===== src/rtl/core/dtpb_pkg.sv =====
// Shared widths, register codes and reset values for the depth back-projection block.
package dtpb_pkg;

	localparam int DEPTH_W        = 16;
	localparam int POS_W          = 12;
	localparam int FOCAL_W        = 15;
	localparam int CENTER_W       = 12;
	localparam int POINT_W        = 16;
	localparam int COORD_BITS_DEF = 12;

	localparam int IN_DATA_W  = 40;
	localparam int OUT_DATA_W = 48;

	localparam int CFG_IDX_W  = 2;
	localparam int CFG_DATA_W = 15;

	localparam logic [CFG_IDX_W-1:0] REG_FOCAL_X  = 2'd0;
	localparam logic [CFG_IDX_W-1:0] REG_FOCAL_Y  = 2'd1;
	localparam logic [CFG_IDX_W-1:0] REG_CENTER_X = 2'd2;
	localparam logic [CFG_IDX_W-1:0] REG_CENTER_Y = 2'd3;

	localparam logic [FOCAL_W-1:0]  FOCAL_X_RST  = 15'd931;
	localparam logic [FOCAL_W-1:0]  FOCAL_Y_RST  = 15'd931;
	localparam logic [CENTER_W-1:0] CENTER_X_RST = 12'd965;
	localparam logic [CENTER_W-1:0] CENTER_Y_RST = 12'd548;

endpackage


===== src/rtl/core/dtpb_axis.sv =====
// One axis datapath: offset, exact product, magnitude and a bit-per-stage divider.
module dtpb_axis #(
	parameter int POS_BITS = 12
) (
	input  logic                              clk,
	input  logic                              en,
	input  logic [dtpb_pkg::DEPTH_W-1:0]      depth,
	input  logic [dtpb_pkg::POS_W-1:0]        pos,
	input  logic [dtpb_pkg::CENTER_W-1:0]     center,
	input  logic [dtpb_pkg::FOCAL_W-1:0]      focal,
	output logic [dtpb_pkg::POINT_W-1:0]      point
);
	import dtpb_pkg::*;

	// quotient magnitude bits, and signed product width
	localparam int QB = DEPTH_W + POS_BITS;
	localparam int PW = QB + 1;

	// s1: offset from principal point
	logic [DEPTH_W-1:0]      depth_s1;
	logic signed [POS_BITS:0] diff_s1;
	// s2: exact signed product
	logic signed [PW-1:0]    prod_s2;
	// s3 feeds the divider: sign and magnitude
	logic signed [PW:0]      prod_full;
	logic [PW-1:0]           prod_neg;
	logic [QB-1:0]           mag;
	// divider stages, index 0 is loaded by s3
	logic [FOCAL_W-1:0]      div_rem_s [0:QB];
	logic [QB-1:0]           div_dq_s  [0:QB];
	logic                    div_neg_s [0:QB];
	// s4: signed, wrapped result
	logic [QB-1:0]           quo_neg;
	logic [QB-1:0]           quo_res;
	logic [POINT_W-1:0]      point_s4;

	always_ff @(posedge clk) begin
		if (en) begin
			depth_s1 <= depth;
			diff_s1  <= $signed({1'b0, pos[POS_BITS-1:0]}) - $signed({1'b0, center[POS_BITS-1:0]});
		end
	end

	assign prod_full = (PW+1)'($signed({1'b0, depth_s1})) * (PW+1)'(diff_s1);

	always_ff @(posedge clk) begin
		if (en) begin
			prod_s2 <= prod_full[PW-1:0];
		end
	end

	assign prod_neg = -prod_s2;
	assign mag      = prod_s2[PW-1] ? prod_neg[QB-1:0] : prod_s2[QB-1:0];

	always_ff @(posedge clk) begin
		if (en) begin
			div_rem_s[0] <= '0;
			div_dq_s[0]  <= mag;
			div_neg_s[0] <= prod_s2[PW-1];
		end
	end

	// restoring division; the dividend shifts out the top while quotient bits fill the bottom
	for (genvar i = 0; i < QB; i++) begin : g_div
		logic [FOCAL_W:0] trial;
		logic [FOCAL_W:0] sub;
		logic             ge;

		assign trial = {div_rem_s[i], div_dq_s[i][QB-1]};
		assign sub   = trial - {1'b0, focal};
		assign ge    = trial >= {1'b0, focal};

		always_ff @(posedge clk) begin
			if (en) begin
				div_rem_s[i+1] <= ge ? sub[FOCAL_W-1:0] : trial[FOCAL_W-1:0];
				div_dq_s[i+1]  <= {div_dq_s[i][QB-2:0], ge};
				div_neg_s[i+1] <= div_neg_s[i];
			end
		end
	end

	assign quo_neg = ~div_dq_s[QB] + {{(QB-1){1'b0}}, 1'b1};
	assign quo_res = div_neg_s[QB] ? quo_neg : div_dq_s[QB];

	// zero focal length forces a zero coordinate
	always_ff @(posedge clk) begin
		if (en) begin
			point_s4 <= (focal == '0) ? '0 : quo_res[POINT_W-1:0];
		end
	end

	assign point = point_s4;

endmodule


===== config.mk =====
export PLATFORM = sky130hd
export DESIGN_NAME = dtpb_axis
export DESIGN_NICKNAME = d
export VERILOG_FILES = /design/src/rtl/core/dtpb_pkg.sv /design/src/rtl/core/dtpb_axis.sv
export SDC_FILE = /design/constraint.sdc
export NUM_CORES = 2
export LEC_CHECK = 0
export BUFFER_PORTS_ARGS = -buffer_cell sky130_fd_sc_hd__buf_2
export CORE_AREA = 2 2 282 493
export CTS_CLUSTER_DIAMETER = 120
export DETAILED_ROUTE_END_ITERATION = 8
export DIE_AREA = 0 0 284 495
export SLEW_MARGIN = 40
export SYNTH_ARGS = -nofsm -noshare
export SYNTH_HDL_FRONTEND = slang
export SYNTH_SLANG_ARGS = --single-unit

===== constraint.sdc =====
create_clock -name clk -period 10.5 [get_ports clk]
set_input_delay 1.05 -clock clk [delete_from_list [all_inputs] [get_ports clk]]
set_output_delay 1.05 -clock clk [all_outputs]
set_load 0.005 [all_outputs]

==> impl_metrics.yaml <==
run_status:
  status: "finished clean"
logic_synthesis:
  synth.area.top_cells: "sky130_fd_sc_hd__edfxtp_1 (51%), sky130_fd_sc_hd__ha_1 (10%), sky130_fd_sc_hd__fa_1 (5.8%)"
  yosys.area.top_type_share_pct: 50.6
  mappedNetlistArea_sq_mm: 0.0624
  yosys_most_used_dff: "sky130_fd_sc_hd__edfxtp_1"
  ys_seq_elements: 1050
  netlist-cell-type-count: 90
  syn-instance-count: 5196
  post_synthesis_net_count: 5953
  asyncSetResetFlopFracSynth_pct: 0
  synth_top_cell_by_area: "sky130_fd_sc_hd__edfxtp_1"
  count_of_flip_flops_with_a_built_in_enable_after_synthesis: 1050
  synth_seq_area_share_pct: 50.6
  post_synth.cell_area_avg_sq_um: 12.0
  warnings_from_yosys: 0
detailed_routing:
  drt.antenna.violating_nets: 0
  drt_pass1_iterations: 7
  via_per_inst: 5.53
  finalWirelength_um: 138000
  post_drt_wl_per_cell_um: 19.1
  initialDrtViolationCount: 2173
  drcViolationCount: 0
  vias: 39797
critical_path:
  setup.worst_path.class: "flip-flop to flip-flop"
  end_kind: "flip-flop"
  worst_ep_arrival_time_ps: 6800
  critical_path.startpoint_type: "flip-flop"
  crit_path_max_fanout: 18
  worstReg2RegEnd: "prod_s2[28]"
  reg2reg_slack_ps: 4160
  worstPathRequired_ps: 10960
  r2r_depth: 17
  critical_path.reg2reg.startpoint: "diff_s1[12]"
final_layout:
  post-route-util_pct: 49.9
  multiInputGateArea_sq_mm: 0.0291
  final_layout_size_suffix_gt1_share_pct: 9.27
  final_cells: 7202
  area_growth_syn_to_layout_pct: 9.55
  layout_common_cells: "sky130_fd_sc_hd__edfxtp_1 (1050), sky130_fd_sc_hd__ha_1 (519), sky130_fd_sc_hd__nand2_1 (433)"
  register_area_sq_mm: 0.0315
  fillCellCount: 12179
  nets: 6061
  layout_commonest_cell: "sky130_fd_sc_hd__edfxtp_1"
timing:
  hold_viol: 0
  setup_total_neg_slack_ps: 0
  maxSlewHeadroom_pct: 43.1
  final.setup.worst_slack_ps: 4160
  final_min_period_over_clock_period_pct: 60.4
  setup_repair_after_global_routing_missed_its_margin: "false"
  finalSetupViolations: 0
  worst_case_clock_skew_ps: 38.3
  achievable-frequency_ghz: 0.158
  slew_viol_final: 0
  finalWorstPathRequiredPeriod_ps: 6340
  worst_tran_pin_value_ps: 847
pwr:
  cellPowerDensity_mw_per_mm2: 346
  totalPowerFinal_uw: 23600
  worst_ir_drop_vdd_v: 0.000317
  power.static_leakage_uw: 0.0268
placed_design:
  numPortBuffers: 72
  placement.setup.worst_slack_ps: 4170
  place.detailed.instances: 7020
  dpl_wire_length_um: 97300
  place.gp.congestion: 0.865
worst_hold_path:
  min_path_cells: 0
  hold_start: "div_dq_s[1][153]"
  hold-path-endpoint: "div_dq_s[1][182]"
  timing.hold.worst.class: "flip-flop to flip-flop"
floorplanning:
  top_level_ports: 73
  core-area_sq_mm: 0.137
  dieWidth_um: 284
  design.die.area_sq_mm: 0.141
  die_height_um: 495
  placementRows: 180
  initial_utilization_pct: 45.5
clocking:
  tritoncts: "yes"
  cts_max_path_buffers: 3
  clockRootBuffer: "sky130_fd_sc_hd__clkbuf_16"
  cts.clk_slew.worst_paths_ps: 60
  insertion_delay_to_the_later_sink_of_the_worst_skew_pair_ps: 720
  postCtsSetupBuffers: 0
  numClockSinks: 1050
  tritoncts.num_buffers: 101
  cts_htree_levels: 3
  hold_buffers: 0
  cts_resized: 0
job:
  cap_viol_max_count: 0
global_route:
  gr_layer_usage_met2_pct: 39.3
  groute.usage.overall_pct: 19.6
  total_overflow_reported_by_the_global_router: 0
  first_global_vias: 41590
  grt_antenna_before_repair: 2
  grt_util_met3_pct: 2.42
  grt_most_used_layer: "met2"
  use_met1_pct: 19.2
  pin_count_of_the_biggest_net_entering_global_routing: 165
  grt_first_pass_wirelength_um: 217000
-- cell families (layout without fill, tap and decap cells) --
group | count (synthesis) | after routing | share of synthesized area [%]
other | 0 | 1 | 0
AND/OR/NAND/NOR | 1198 | 1198 | 9.41
AO/OA/AOI/OAI | 1216 | 1216 | 12.2
flip-flops | 1050 | 1050 | 50.6
adder cells (fa/ha/maj) | 700 | 700 | 16.2
multiplexers | 214 | 214 | 3.80
XOR/XNOR | 353 | 353 | 4.96
buffers and inverters | 465 | 650 | 2.89
-- how the worst max path moves through the flow --
| stage | start | to | slack, ps | depth (start not counted) |
|---|---|---|---|---|
| 2_1_floorplan | diff_s1[2] | prod_s2[25] | 5030 | 17 |
| 3_3_place_gp | diff_s1[3] | prod_s2[28] | 4220 | 20 |
| 3_5_place_dp | diff_s1[12] | prod_s2[28] | 4170 | 17 |
| 4_1_cts | diff_s1[12] | prod_s2[28] | 4130 | 17 |
| 5_1_grt | diff_s1[12] | prod_s2[28] | 3830 | 17 |
| 6_report | diff_s1[12] | prod_s2[28] | 4160 | 17 |
-- cell usage after synthesis, types with 36 or more instances --
cell type and count:
sky130_fd_sc_hd__edfxtp_1 1050, sky130_fd_sc_hd__o21a_1 72, sky130_fd_sc_hd__xor2_1 123, sky130_fd_sc_hd__mux2_2 181
sky130_fd_sc_hd__a21oi_1 332, sky130_fd_sc_hd__a211oi_1 36, sky130_fd_sc_hd__ha_1 519, sky130_fd_sc_hd__nand4_1 59
sky130_fd_sc_hd__clkbuf_1 92, sky130_fd_sc_hd__nor2_1 238, sky130_fd_sc_hd__a21o_1 93, sky130_fd_sc_hd__nor3_1 44
sky130_fd_sc_hd__fa_1 181, sky130_fd_sc_hd__nand3_1 49, sky130_fd_sc_hd__and2_1 100, sky130_fd_sc_hd__inv_1 351
sky130_fd_sc_hd__xnor2_1 230, sky130_fd_sc_hd__nor2b_1 72, sky130_fd_sc_hd__o21ai_0 385, sky130_fd_sc_hd__o21bai_1 42
sky130_fd_sc_hd__nand2b_1 82, sky130_fd_sc_hd__nand2_1 433
-- layout make-up --
class	count	area share, %
diodes	1	0.00366
clock inverters	64	0.919
flip-flops and latches	1050	46.1
well taps	1820	3.33
repair buffers	118	1.27
inverters	352	1.93
multi-input cells	3681	42.6
clock buffers	116	3.81
-- stage by stage --
| step | cell area (sq um) | hold WS [ps] |
|---|---|---|
| 5_1_grt | 68300 | 396 |
| 2_1_floorplan | 62400 | 400 |
| 4_1_cts | 68300 | 391 |
| 3_3_place_gp | 64900 | 400 |
| 6_report | 68300 | 399 |
| 3_5_place_dp | 65100 | 405 |
-- routing by layer --
layer  wire (um)  part of all wire [%]
met4        7830                   5.7
met3        3990                   2.9
met5           0                     0
met1       48400                    35
met2       77500                    56
-- critical path, stage by stage (launching register included) --
cell	delay [ps]
sky130_fd_sc_hd__edfxtp_1	850
sky130_fd_sc_hd__nand2b_1	180
sky130_fd_sc_hd__fa_1	550
sky130_fd_sc_hd__fa_1	550
sky130_fd_sc_hd__inv_1	60
sky130_fd_sc_hd__fa_1	510
sky130_fd_sc_hd__fa_1	520
sky130_fd_sc_hd__fa_1	520
sky130_fd_sc_hd__fa_1	410
sky130_fd_sc_hd__ha_1	370
sky130_fd_sc_hd__nand2_1	110
sky130_fd_sc_hd__nor2_1	120
sky130_fd_sc_hd__nand4_1	160
sky130_fd_sc_hd__a31oi_1	450
sky130_fd_sc_hd__a21boi_0	240
sky130_fd_sc_hd__o211ai_1	210
sky130_fd_sc_hd__o21ai_0	130
sky130_fd_sc_hd__xnor2_1	140
-- registers in the layout (all words and copies together) (netlist names) --
name and flops:
div_dq_s 542, div_rem_s 405, div_neg_s 29, prod_s2 29, depth_s1 16, point 16, diff_s1 13
-- power by group --
| group | switching (uW) | internal [uW] | total [uW] |
|---|---|---|---|
| sequential | 674 | 6590 | 7260 |
| combinational | 7120 | 5660 | 12800 |
| clock | 1640 | 1970 | 3610 |
Power figures use the tool's default switching activity.
